--- src/rtl/core/ccde_pkg.sv ---
package ccde_pkg;

    localparam int CHUNK_BYTES_DEF = 32;

    localparam logic [31:0] CRC_INIT = 32'hFFFF_FFFF;
    localparam logic [31:0] CRC_POLY = 32'hEDB8_8320;

    // Header byte positions of a delta record
    localparam logic [2:0] HDR_OFS_B0 = 3'd0;
    localparam logic [2:0] HDR_OFS_B1 = 3'd1;
    localparam logic [2:0] HDR_OFS_B2 = 3'd2;
    localparam logic [2:0] HDR_OFS_B3 = 3'd3;
    localparam logic [2:0] HDR_LEN_LO = 3'd4;
    localparam logic [2:0] HDR_LEN_HI = 3'd5;

    typedef struct packed {
        logic take;
        logic emit_hdr;
        logic emit_data;
        logic emit_done;
        logic finish;
    } cmd_t;

    typedef struct packed {
        logic close;
        logic differ;
        logic last_in;
        logic hdr_last;
        logic data_last;
        logic out_free;
    } stat_t;

    // Reflected CRC-32, one byte, LSB first
    function automatic logic [31:0] crc_byte(input logic [31:0] crc, input logic [7:0] b);
        logic [31:0] c;
        c = crc ^ {24'd0, b};
        for (int k = 0; k < 8; k++) begin
            c = c[0] ? ((c >> 1) ^ CRC_POLY) : (c >> 1);
        end
        return c;
    endfunction

endpackage

--- src/rtl/core/ccde_dpath.sv ---
module ccde_dpath #(
    parameter int CHUNK_BYTES = ccde_pkg::CHUNK_BYTES_DEF
) (
    input  logic             clk,
    input  logic             rst_n,
    input  ccde_pkg::cmd_t   cmd,
    output ccde_pkg::stat_t  stat,
    input  logic [7:0]       new_byte,
    input  logic [7:0]       old_byte,
    input  logic             last_in,
    input  logic             out_stall,
    output logic             out_valid,
    output logic [7:0]       out_byte,
    output logic             has_byte,
    output logic             record_end,
    output logic             stream_done,
    output logic [31:0]      delta_length
);
    import ccde_pkg::*;

    localparam int AW = (CHUNK_BYTES > 1) ? $clog2(CHUNK_BYTES) : 1;
    localparam int FW = $clog2(CHUNK_BYTES + 1);
    localparam logic [FW-1:0] FillFull = FW'(CHUNK_BYTES);

    logic [7:0]    mem [CHUNK_BYTES];
    logic [7:0]    rd_data_reg;

    logic [31:0]   crc_new_reg, crc_new_next;
    logic [31:0]   crc_old_reg, crc_old_next;
    logic [FW-1:0] fill_reg, fill_next;
    logic [FW-1:0] len_reg, len_next;
    logic          last_reg, last_next;
    logic [31:0]   offset_reg, offset_next;
    logic [31:0]   emitted_reg, emitted_next;
    logic [2:0]    hdr_cnt_reg, hdr_cnt_next;
    logic [AW-1:0] idx_reg, idx_next;

    logic          out_valid_reg, out_valid_next;
    logic [7:0]    out_byte_reg, out_byte_next;
    logic          has_reg, has_next;
    logic          rend_reg, rend_next;
    logic          done_reg, done_next;
    logic [31:0]   dlen_reg, dlen_next;

    logic [FW-1:0] fill_inc;
    logic [31:0]   crc_new_upd;
    logic [31:0]   crc_old_upd;
    logic          last_eff;
    logic [FW-1:0] len_eff;
    logic [7:0]    hdr_byte;

    assign fill_inc    = fill_reg + FW'(1);
    assign crc_new_upd = crc_byte(crc_new_reg, new_byte);
    assign crc_old_upd = crc_byte(crc_old_reg, old_byte);
    assign last_eff    = cmd.take ? last_in : last_reg;
    assign len_eff     = cmd.take ? fill_inc : len_reg;

    assign stat.close     = (fill_inc == FillFull) || last_in;
    assign stat.differ    = crc_new_upd != crc_old_upd;
    assign stat.last_in   = last_in;
    assign stat.hdr_last  = hdr_cnt_reg == HDR_LEN_HI;
    assign stat.data_last = (FW'(idx_reg) + FW'(1)) == len_reg;
    assign stat.out_free  = !out_valid_reg || !out_stall;

    always_comb begin
        unique case (hdr_cnt_reg)
            HDR_OFS_B0: hdr_byte = offset_reg[7:0];
            HDR_OFS_B1: hdr_byte = offset_reg[15:8];
            HDR_OFS_B2: hdr_byte = offset_reg[23:16];
            HDR_OFS_B3: hdr_byte = offset_reg[31:24];
            HDR_LEN_LO: hdr_byte = 8'(len_reg);
            HDR_LEN_HI: hdr_byte = 8'd0;
            default:    hdr_byte = 8'd0;
        endcase
    end

    always_comb begin
        crc_new_next = crc_new_reg;
        crc_old_next = crc_old_reg;
        fill_next    = fill_reg;
        len_next     = len_reg;
        last_next    = last_reg;
        offset_next  = offset_reg;
        emitted_next = emitted_reg;
        hdr_cnt_next = hdr_cnt_reg;
        idx_next     = idx_reg;

        if (cmd.take) begin
            fill_next    = stat.close ? '0 : fill_inc;
            crc_new_next = stat.close ? CRC_INIT : crc_new_upd;
            crc_old_next = stat.close ? CRC_INIT : crc_old_upd;
            len_next     = fill_inc;
            last_next    = last_in;
            hdr_cnt_next = '0;
            idx_next     = '0;
        end
        if (cmd.emit_hdr) begin
            hdr_cnt_next = hdr_cnt_reg + 3'd1;
        end
        if (cmd.emit_data) begin
            idx_next = stat.data_last ? '0 : idx_reg + AW'(1);
        end
        if (cmd.emit_hdr || cmd.emit_data) begin
            emitted_next = emitted_reg + 32'd1;
        end
        if (cmd.finish) begin
            offset_next = last_eff ? 32'd0 : offset_reg + 32'(len_eff);
            if (last_eff) begin
                emitted_next = 32'd0;
            end
        end
    end

    always_comb begin
        out_valid_next = out_valid_reg && out_stall;
        out_byte_next  = out_byte_reg;
        has_next       = has_reg;
        rend_next      = rend_reg;
        done_next      = done_reg;
        dlen_next      = dlen_reg;
        priority if (cmd.emit_hdr) begin
            out_valid_next = 1'b1;
            out_byte_next  = hdr_byte;
            has_next       = 1'b1;
            rend_next      = 1'b0;
            done_next      = 1'b0;
            dlen_next      = emitted_reg + 32'd1;
        end else if (cmd.emit_data) begin
            out_valid_next = 1'b1;
            out_byte_next  = rd_data_reg;
            has_next       = 1'b1;
            rend_next      = stat.data_last;
            done_next      = stat.data_last && last_reg;
            dlen_next      = emitted_reg + 32'd1;
        end else if (cmd.emit_done) begin
            out_valid_next = 1'b1;
            out_byte_next  = 8'd0;
            has_next       = 1'b0;
            rend_next      = 1'b0;
            done_next      = 1'b1;
            dlen_next      = emitted_reg;
        end else begin
            out_valid_next = out_valid_reg && out_stall;
        end
    end

    // chunk buffer: write on take, read follows the next data index
    always_ff @(posedge clk) begin
        if (cmd.take) begin
            mem[fill_reg[AW-1:0]] <= new_byte;
        end
        rd_data_reg <= mem[idx_next];
    end

    always_ff @(posedge clk or negedge rst_n) begin
        if (!rst_n) begin
            crc_new_reg   <= CRC_INIT;
            crc_old_reg   <= CRC_INIT;
            fill_reg      <= '0;
            len_reg       <= '0;
            last_reg      <= 1'b0;
            offset_reg    <= 32'd0;
            emitted_reg   <= 32'd0;
            hdr_cnt_reg   <= '0;
            idx_reg       <= '0;
            out_valid_reg <= 1'b0;
        end else begin
            crc_new_reg   <= crc_new_next;
            crc_old_reg   <= crc_old_next;
            fill_reg      <= fill_next;
            len_reg       <= len_next;
            last_reg      <= last_next;
            offset_reg    <= offset_next;
            emitted_reg   <= emitted_next;
            hdr_cnt_reg   <= hdr_cnt_next;
            idx_reg       <= idx_next;
            out_valid_reg <= out_valid_next;
        end
    end

    always_ff @(posedge clk) begin
        out_byte_reg <= out_byte_next;
        has_reg      <= has_next;
        rend_reg     <= rend_next;
        done_reg     <= done_next;
        dlen_reg     <= dlen_next;
    end

    assign out_valid    = out_valid_reg;
    assign out_byte     = out_byte_reg;
    assign has_byte     = has_reg;
    assign record_end   = rend_reg;
    assign stream_done  = done_reg;
    assign delta_length = dlen_reg;

endmodule

--- src/rtl/core/ccde_ctrl.sv ---
module ccde_ctrl (
    input  logic            clk,
    input  logic            rst_n,
    input  logic            pair_valid,
    input  ccde_pkg::stat_t stat,
    output ccde_pkg::cmd_t  cmd,
    output logic            pair_stall
);
    import ccde_pkg::*;

    typedef enum logic [3:0] {
        S_IDLE = 4'b0001,
        S_HDR  = 4'b0010,
        S_DATA = 4'b0100,
        S_DONE = 4'b1000
    } state_t;

    state_t state_reg, state_next;

    always_comb begin
        cmd        = '0;
        state_next = state_reg;
        unique case (state_reg)
            S_IDLE: begin
                cmd.take = pair_valid;
                if (pair_valid && stat.close) begin
                    priority if (stat.differ) begin
                        state_next = S_HDR;
                    end else if (stat.last_in) begin
                        state_next = S_DONE;
                    end else begin
                        cmd.finish = 1'b1;
                    end
                end
            end
            S_HDR: begin
                if (stat.out_free) begin
                    cmd.emit_hdr = 1'b1;
                    if (stat.hdr_last) begin
                        state_next = S_DATA;
                    end
                end
            end
            S_DATA: begin
                if (stat.out_free) begin
                    cmd.emit_data = 1'b1;
                    if (stat.data_last) begin
                        cmd.finish = 1'b1;
                        state_next = S_IDLE;
                    end
                end
            end
            S_DONE: begin
                if (stat.out_free) begin
                    cmd.emit_done = 1'b1;
                    cmd.finish    = 1'b1;
                    state_next    = S_IDLE;
                end
            end
            default: begin
                state_next = S_IDLE;
            end
        endcase
    end

    always_ff @(posedge clk or negedge rst_n) begin
        if (!rst_n) begin
            state_reg <= S_IDLE;
        end else begin
            state_reg <= state_next;
        end
    end

    assign pair_stall = state_reg != S_IDLE;

endmodule

--- src/rtl/core/chunk_crc_delta_encoder.sv ---
// Channel  Direction  Handshake                 Word
// pair     in         pair_valid / pair_stall   new_byte, old_byte, last_in
// delta    out        delta_valid / delta_stall out_byte, has_byte, record_end,
//                                               stream_done, delta_length
//
// A pair word that does not close a chunk is taken without holding the pair channel.
// A closing word whose CRCs differ holds the pair channel while its six
// header bytes and chunk bytes go out, one record byte per cycle out of the
// output register unless stalled; an end of stream with matching CRCs holds
// it for the done word; the output register sets this pace.
// Reset clears the CRCs, counters and output valid; the chunk buffer needs no
// clearing pass, since only bytes written in the current chunk are read.
// A stalled delta word holds in the output register while the sequencer waits.
module chunk_crc_delta_encoder #(
    parameter int CHUNK_BYTES = ccde_pkg::CHUNK_BYTES_DEF
) (
    input  logic        clk,
    input  logic        rst_n,
    input  logic        pair_valid,
    output logic        pair_stall,
    input  logic [7:0]  new_byte,
    input  logic [7:0]  old_byte,
    input  logic        last_in,
    output logic        delta_valid,
    input  logic        delta_stall,
    output logic [7:0]  out_byte,
    output logic        has_byte,
    output logic        record_end,
    output logic        stream_done,
    output logic [31:0] delta_length
);
    import ccde_pkg::*;

    cmd_t  cmd;
    stat_t stat;

    // Sequencer: take a pair word, then walk header and chunk bytes or the done word out
    ccde_ctrl u_ctrl (
        .clk        (clk),
        .rst_n      (rst_n),
        .pair_valid (pair_valid),
        .stat       (stat),
        .cmd        (cmd),
        .pair_stall (pair_stall)
    );

    // Datapath: CRC pair, chunk buffer, counters and the output register
    ccde_dpath #(
        .CHUNK_BYTES (CHUNK_BYTES)
    ) u_dpath (
        .clk          (clk),
        .rst_n        (rst_n),
        .cmd          (cmd),
        .stat         (stat),
        .new_byte     (new_byte),
        .old_byte     (old_byte),
        .last_in      (last_in),
        .out_stall    (delta_stall),
        .out_valid    (delta_valid),
        .out_byte     (out_byte),
        .has_byte     (has_byte),
        .record_end   (record_end),
        .stream_done  (stream_done),
        .delta_length (delta_length)
    );

    // A finished chunk must hand control back to the pair channel
    a_finish_frees_input: assert property (@(posedge clk) disable iff (!rst_n)
        cmd.finish |=> !pair_stall)
        else $error("pair channel still held after chunk finish");

    // A word that leaves the chunk open must not hold the input
    a_open_chunk_no_hold: assert property (@(posedge clk) disable iff (!rst_n)
        (pair_valid && !pair_stall && !stat.close) |=> !pair_stall)
        else $error("input held although chunk still open");

    // A record end always carries a delta byte
    a_rend_has_byte: assert property (@(posedge clk) disable iff (!rst_n)
        (delta_valid && record_end) |-> has_byte)
        else $error("record end without a delta byte");

    // An empty word is only the end-of-stream marker
    a_empty_is_done: assert property (@(posedge clk) disable iff (!rst_n)
        (delta_valid && !has_byte) |-> (stream_done && out_byte == 8'd0 && !record_end))
        else $error("empty delta word that is not an end marker");

endmodule

--- config.mk ---
export PLATFORM = sky130hd
export DESIGN_NAME = chunk_crc_delta_encoder
export DESIGN_NICKNAME = d
export VERILOG_FILES = /design/src/rtl/core/ccde_pkg.sv /design/src/rtl/core/ccde_dpath.sv /design/src/rtl/core/ccde_ctrl.sv /design/src/rtl/core/chunk_crc_delta_encoder.sv
export SDC_FILE = /design/constraint.sdc
export NUM_CORES = 1
export LEC_CHECK = 0
export BUFFER_PORTS_ARGS = -buffer_cell sky130_fd_sc_hd__buf_2
export CAP_MARGIN = 30
export CORE_MARGIN = 2
export CORE_UTILIZATION = 50
export DETAILED_ROUTE_END_ITERATION = 10
export PLACE_DENSITY = 0.74
export SETUP_SLACK_MARGIN = 0.2
export SYNTH_ARGS = -nofsm -noshare
export SYNTH_HDL_FRONTEND = slang
export SYNTH_SLANG_ARGS = --single-unit
--- constraint.sdc ---
create_clock -name clk -period 4.51 [get_ports clk]
set_input_delay 0.2255 -clock clk [delete_from_list [all_inputs] [get_ports clk]]
set_output_delay 0.2255 -clock clk [all_outputs]
set_load 0.01 [all_outputs]
==> results_tabular.tex <==
\begin{tabular}{lr}
\hline
Metric & Value \\
\hline
\multicolumn{2}{l}{\textbf{Logic synthesis}} \\
\quad Proportion of register bits with asynchronous set or reset after synthesis & 33.4\% \\
\quad Nets in the synthesized netlist & 1,842 \\
\quad EDFF count, synth & 296 \\
\quad Unique masters post-synth & 74 \\
\quad Avg Inst Size Synth & 12.1 sq um \\
\quad Number of warning messages in the yosys log & 0 \\
\quad Fraction of the yosys area taken by sequential cells & between 50\% and 60\% \\
\quad Synthesized instance count & $\sim$1,800 \\
\quad Synthesized flop and latch total & around 460 \\
\quad Cell types occupying the most area after synthesis & sky130\_fd\_sc\_hd\_\_edfxtp\_1 41\%, sky130\_fd\_sc\_hd\_\_dfrtp\_1 10\%, sky130\_fd\_sc\_hd\_\_dfstp\_2 7.8\% \\
\quad Commonest cells post-synth & 296 x sky130\_fd\_sc\_hd\_\_edfxtp\_1, 202 x sky130\_fd\_sc\_hd\_\_nand2\_1, 174 x sky130\_fd\_sc\_hd\_\_a21oi\_1 \\
\quad Cell accounting for the most synthesized area & sky130\_fd\_sc\_hd\_\_edfxtp\_1 \\
\quad Post-Syn Area & approximately 22,000 sq um \\
\quad Fraction of post-synthesis cell area in the top cell type by area & about two fifths \\
\quad Library cell with the highest instance count after synthesis & sky130\_fd\_sc\_hd\_\_edfxtp\_1 \\
\quad Dominant register cell in the synthesized netlist & sky130\_fd\_sc\_hd\_\_edfxtp\_1 \\
\multicolumn{2}{l}{\textbf{Place}} \\
\quad Port-buffer cells & 65 \\
\quad Detail Placement HPWL & roughly 34 mm \\
\quad GPL Wtd Cong & roughly 0.9 \\
\quad DP Worst Slack & 0.222 ns \\
\multicolumn{2}{l}{\textbf{Global routing}} \\
\quad Total global-route track usage & a little under a quarter \\
\quad Antenna violations before repair & 0 \\
\quad Met1 track demand over resource & between 30\% and 40\% \\
\quad Most used routing layer & met2 \\
\quad Fraction of met2 tracks used by global routing & a little under two fifths \\
\quad Met3 routing resource usage after global routing & 3.28\% \\
\quad Grt ovf & 0 \\
\quad Vias in the first global route & roughly 14,000 \\
\quad Maximum number of pins on one net before global-route repair & 97 \\
\quad Wire length of the first global-routing pass & a little over 80 mm \\
\multicolumn{2}{l}{\textbf{Setup path}} \\
\quad Maximum fanout along the worst path & 27 \\
\quad Type of destination of the critical path & flip-flop \\
\quad Required time at the endpoint of the critical path & around 5 ns \\
\quad Arrival @ worst endpoint & 4.64 ns \\
\quad Setup CP Type & flip-flop to flip-flop \\
\quad Setup crit start kind & flip-flop \\
\multicolumn{2}{l}{\textbf{Hold path}} \\
\quad Type of the most critical hold path & primary input to flip-flop \\
\multicolumn{2}{l}{\textbf{Detailed routing}} \\
\quad Final antenna-violating net count & 0 \\
\quad Average routed wire per standard cell & 20.5 um \\
\quad Vias after detailed routing & roughly 14,000 \\
\quad Initial DRC count & 1,615 \\
\quad DRC & 0 \\
\quad Drt via density & 5.78 \\
\quad First-pass DRT Iterations & 8 \\
\quad Total wire length & 51.1 mm \\
\multicolumn{2}{l}{\textbf{Timing}} \\
\quad RSZ-0062 raised after global routing & true \\
\quad Max-slew violations & 0 \\
\quad Number of setup violations in the final report & 0 \\
\quad Measured slew at the worst slew-check pin & $\sim$0.91 ns \\
\quad Setup\_tns & 0 ns \\
\quad Final worst-path setup slack & about 0.38 ns \\
\quad Tightest slew margin relative to the limit & a little under 40\% \\
\quad Minimum clock period after layout & 4.13 ns \\
\quad Share of the cycle needed by the critical path after routing & between 90\% and 100\% \\
\quad Peak clock frequency supported by timing & 242 MHz \\
\quad Setup skew after layout & between 0.01 and 0.015 ns \\
\quad Final hold viol count & 0 \\
\multicolumn{2}{l}{\textbf{Power and ir drop}} \\
\quad Cell area power density & around 610 nW/um\^{}2 \\
\quad Leakage & 9.12 nW \\
\quad Worst-case vdd ir drop & roughly 0.85 mV \\
\multicolumn{2}{l}{\textbf{Floorplan}} \\
\quad Count of boundary I/O pins & 66 \\
\quad Total number of placement rows & 76 \\
\quad Die X-Extent & approximately 210 um \\
\quad Initial core utilization & 50.7\% \\
\quad Core Footprint & about 43,000 sq um \\
\quad Overall die area & about 45,000 sq um \\
\quad DIE HEIGHT & 213 um \\
\multicolumn{2}{l}{\textbf{Clock tree}} \\
\quad Clk pin slew, worst setup/hold paths & 0.06 ns \\
\quad Source-to-sink clock delay at the later pin of the worst-skew pair & $\sim$0.58 ns \\
\quad CTS tree & yes \\
\quad Clock sink count & 461 \\
\quad Total clock buffers created by CTS & 48 \\
\quad Number of levels in the clock H-tree & 2 \\
\quad Root buf cell & sky130\_fd\_sc\_hd\_\_clkbuf\_16 \\
\quad Maximum number of buffers from clock root to sink & 3 \\
\multicolumn{2}{l}{\textbf{Finish}} \\
\quad Fill cells & roughly 3,500 \\
\quad Diode count & 0 \\
\quad Total number of nets in the final design & between 1,500 and 2,000 \\
\quad Number of flip-flops in the largest register & $\sim$260 \\
\quad Area delta synth->final & 12.0\% \\
\quad Layout cells sized above 1 & between 10\% and 20\% \\
\multicolumn{2}{l}{\textbf{Run}} \\
\quad Number of max-capacitance violations reported & 0 \\
\multicolumn{2}{l}{\textbf{Run status}} \\
\quad Status & complete, no violations \\
\hline
\end{tabular}
-- per-layer routing --
metal | share of wire, % | wire length (um)
met1 | 43 | 22000
met2 | 48 | 24400
met3 | 6.0 | 3060
met4 | 3.0 | 1530
met5 | 0 | 0
-- area by class of cell --
cell class	instances	area, sq um	area share (%)
Clock buffer	66	1290	5.25
Timing Repair Buffer	117	761	3.10
Inverter	24	92.6	0.377
Sequential cell	461	13000	53.2
Multi-Input combinational cell	1218	8420	34.3
Tap cell	585	732	2.98
Clock inverter	22	196	0.801
-- per-stage QoR --
step                      utilization [%]  power, mW  hold WS, ns  instance area [sq um]  instances
after floorplan                         -       9.81      -0.0701                  21900       1803
after global placement               53.2       11.2        0.389                  23000       2397
after detailed placement             53.2       11.2        0.394                  23000       2397
after CTS                            56.7       15.1        0.141                  24500       2489
after global routing                 56.8       15.7        0.164                  24500       2493
final                                56.8       15.0        0.150                  24500       2493
-- logic make-up after synthesis --
family	after synthesis	synth area share, %
DFF	461	59.5
xor gates and xnor gates	229	11.8
and+or+nand+nor	492	10.1
muxes	72	3.32
AOI/OAI and AO/OA	407	11.8
buffers and inverters	124	2.28
adders and majority gates	18	1.06
-- final timing paths --
path                                                     from                                  to  slack [ns]  depth (start not counted)
max in group asynchronous                               rst_n  u_dpath.crc_new_reg[7]$_DFFE_PN1N_        3.13                          3
setup / recovery           u_dpath.crc_new_reg[0]$_DFFE_PN1N_  u_dpath.offset_reg[17]$_DFFE_PN0P_        0.38                         12
hold / removal                                    old_byte[7]  u_dpath.crc_old_reg[9]$_DFFE_PN1N_        0.15                          3
setup reg to reg           u_dpath.crc_new_reg[0]$_DFFE_PN1N_  u_dpath.offset_reg[17]$_DFFE_PN0P_        0.38                         12
min in group asynchronous                               rst_n   u_dpath.offset_reg[2]$_DFFE_PN0P_        0.34                          2
hold reg to reg                 u_dpath.has_byte$_SDFFE_PN1P_       u_dpath.has_byte$_SDFFE_PN1P_        0.45                          1
-- critical path: stages (launching register included) --
cell                      delay, ns
sky130_fd_sc_hd__dfstp_2       0.57
sky130_fd_sc_hd__xnor2_1       0.27
sky130_fd_sc_hd__xnor2_2       0.27
sky130_fd_sc_hd__xnor2_2       0.41
sky130_fd_sc_hd__xnor3_1       0.36
sky130_fd_sc_hd__xor2_1        0.21
sky130_fd_sc_hd__mux2i_1       0.32
sky130_fd_sc_hd__nand4_1       0.13
sky130_fd_sc_hd__buf_4         0.18
sky130_fd_sc_hd__o41a_2        0.57
sky130_fd_sc_hd__buf_4         0.26
sky130_fd_sc_hd__or3_1         0.36
sky130_fd_sc_hd__a21oi_1       0.14
-- what timing repair did --
item	in CTS	in global routing
resized for setup	0	8
hold endpoints to repair	66	0
hold buffers	4	0
setup endpoints to repair	0	23
buffers inserted	0	4
-- placed cells by master, fill, tap and decap left out, types with 52 or more instances in the layout --
master	Yosys	routed
sky130_fd_sc_hd__dfrtp_1	89	88
sky130_fd_sc_hd__nand3_1	52	52
sky130_fd_sc_hd__a21oi_1	174	172
sky130_fd_sc_hd__mux2i_1	66	66
sky130_fd_sc_hd__buf_2	3	64
sky130_fd_sc_hd__xnor2_1	133	133
sky130_fd_sc_hd__nor2_1	140	139
sky130_fd_sc_hd__dfstp_2	65	65
sky130_fd_sc_hd__xor2_1	53	53
sky130_fd_sc_hd__nand2_1	202	202
sky130_fd_sc_hd__edfxtp_1	296	296
-- report_power, final --
| group | total [mW] | switching [mW] | internal [mW] | leakage, nW |
|---|---|---|---|---|
| clock | 3.78 | 1.61 | 2.17 | 0.723 |
| sequential | 5.41 | 0.355 | 5.06 | 4.69 |
| combinational | 5.79 | 3.03 | 2.76 | 3.71 |
| total | 15.0 | 5.00 | 9.98 | 9.12 |
(Power assumes the default switching activity.)
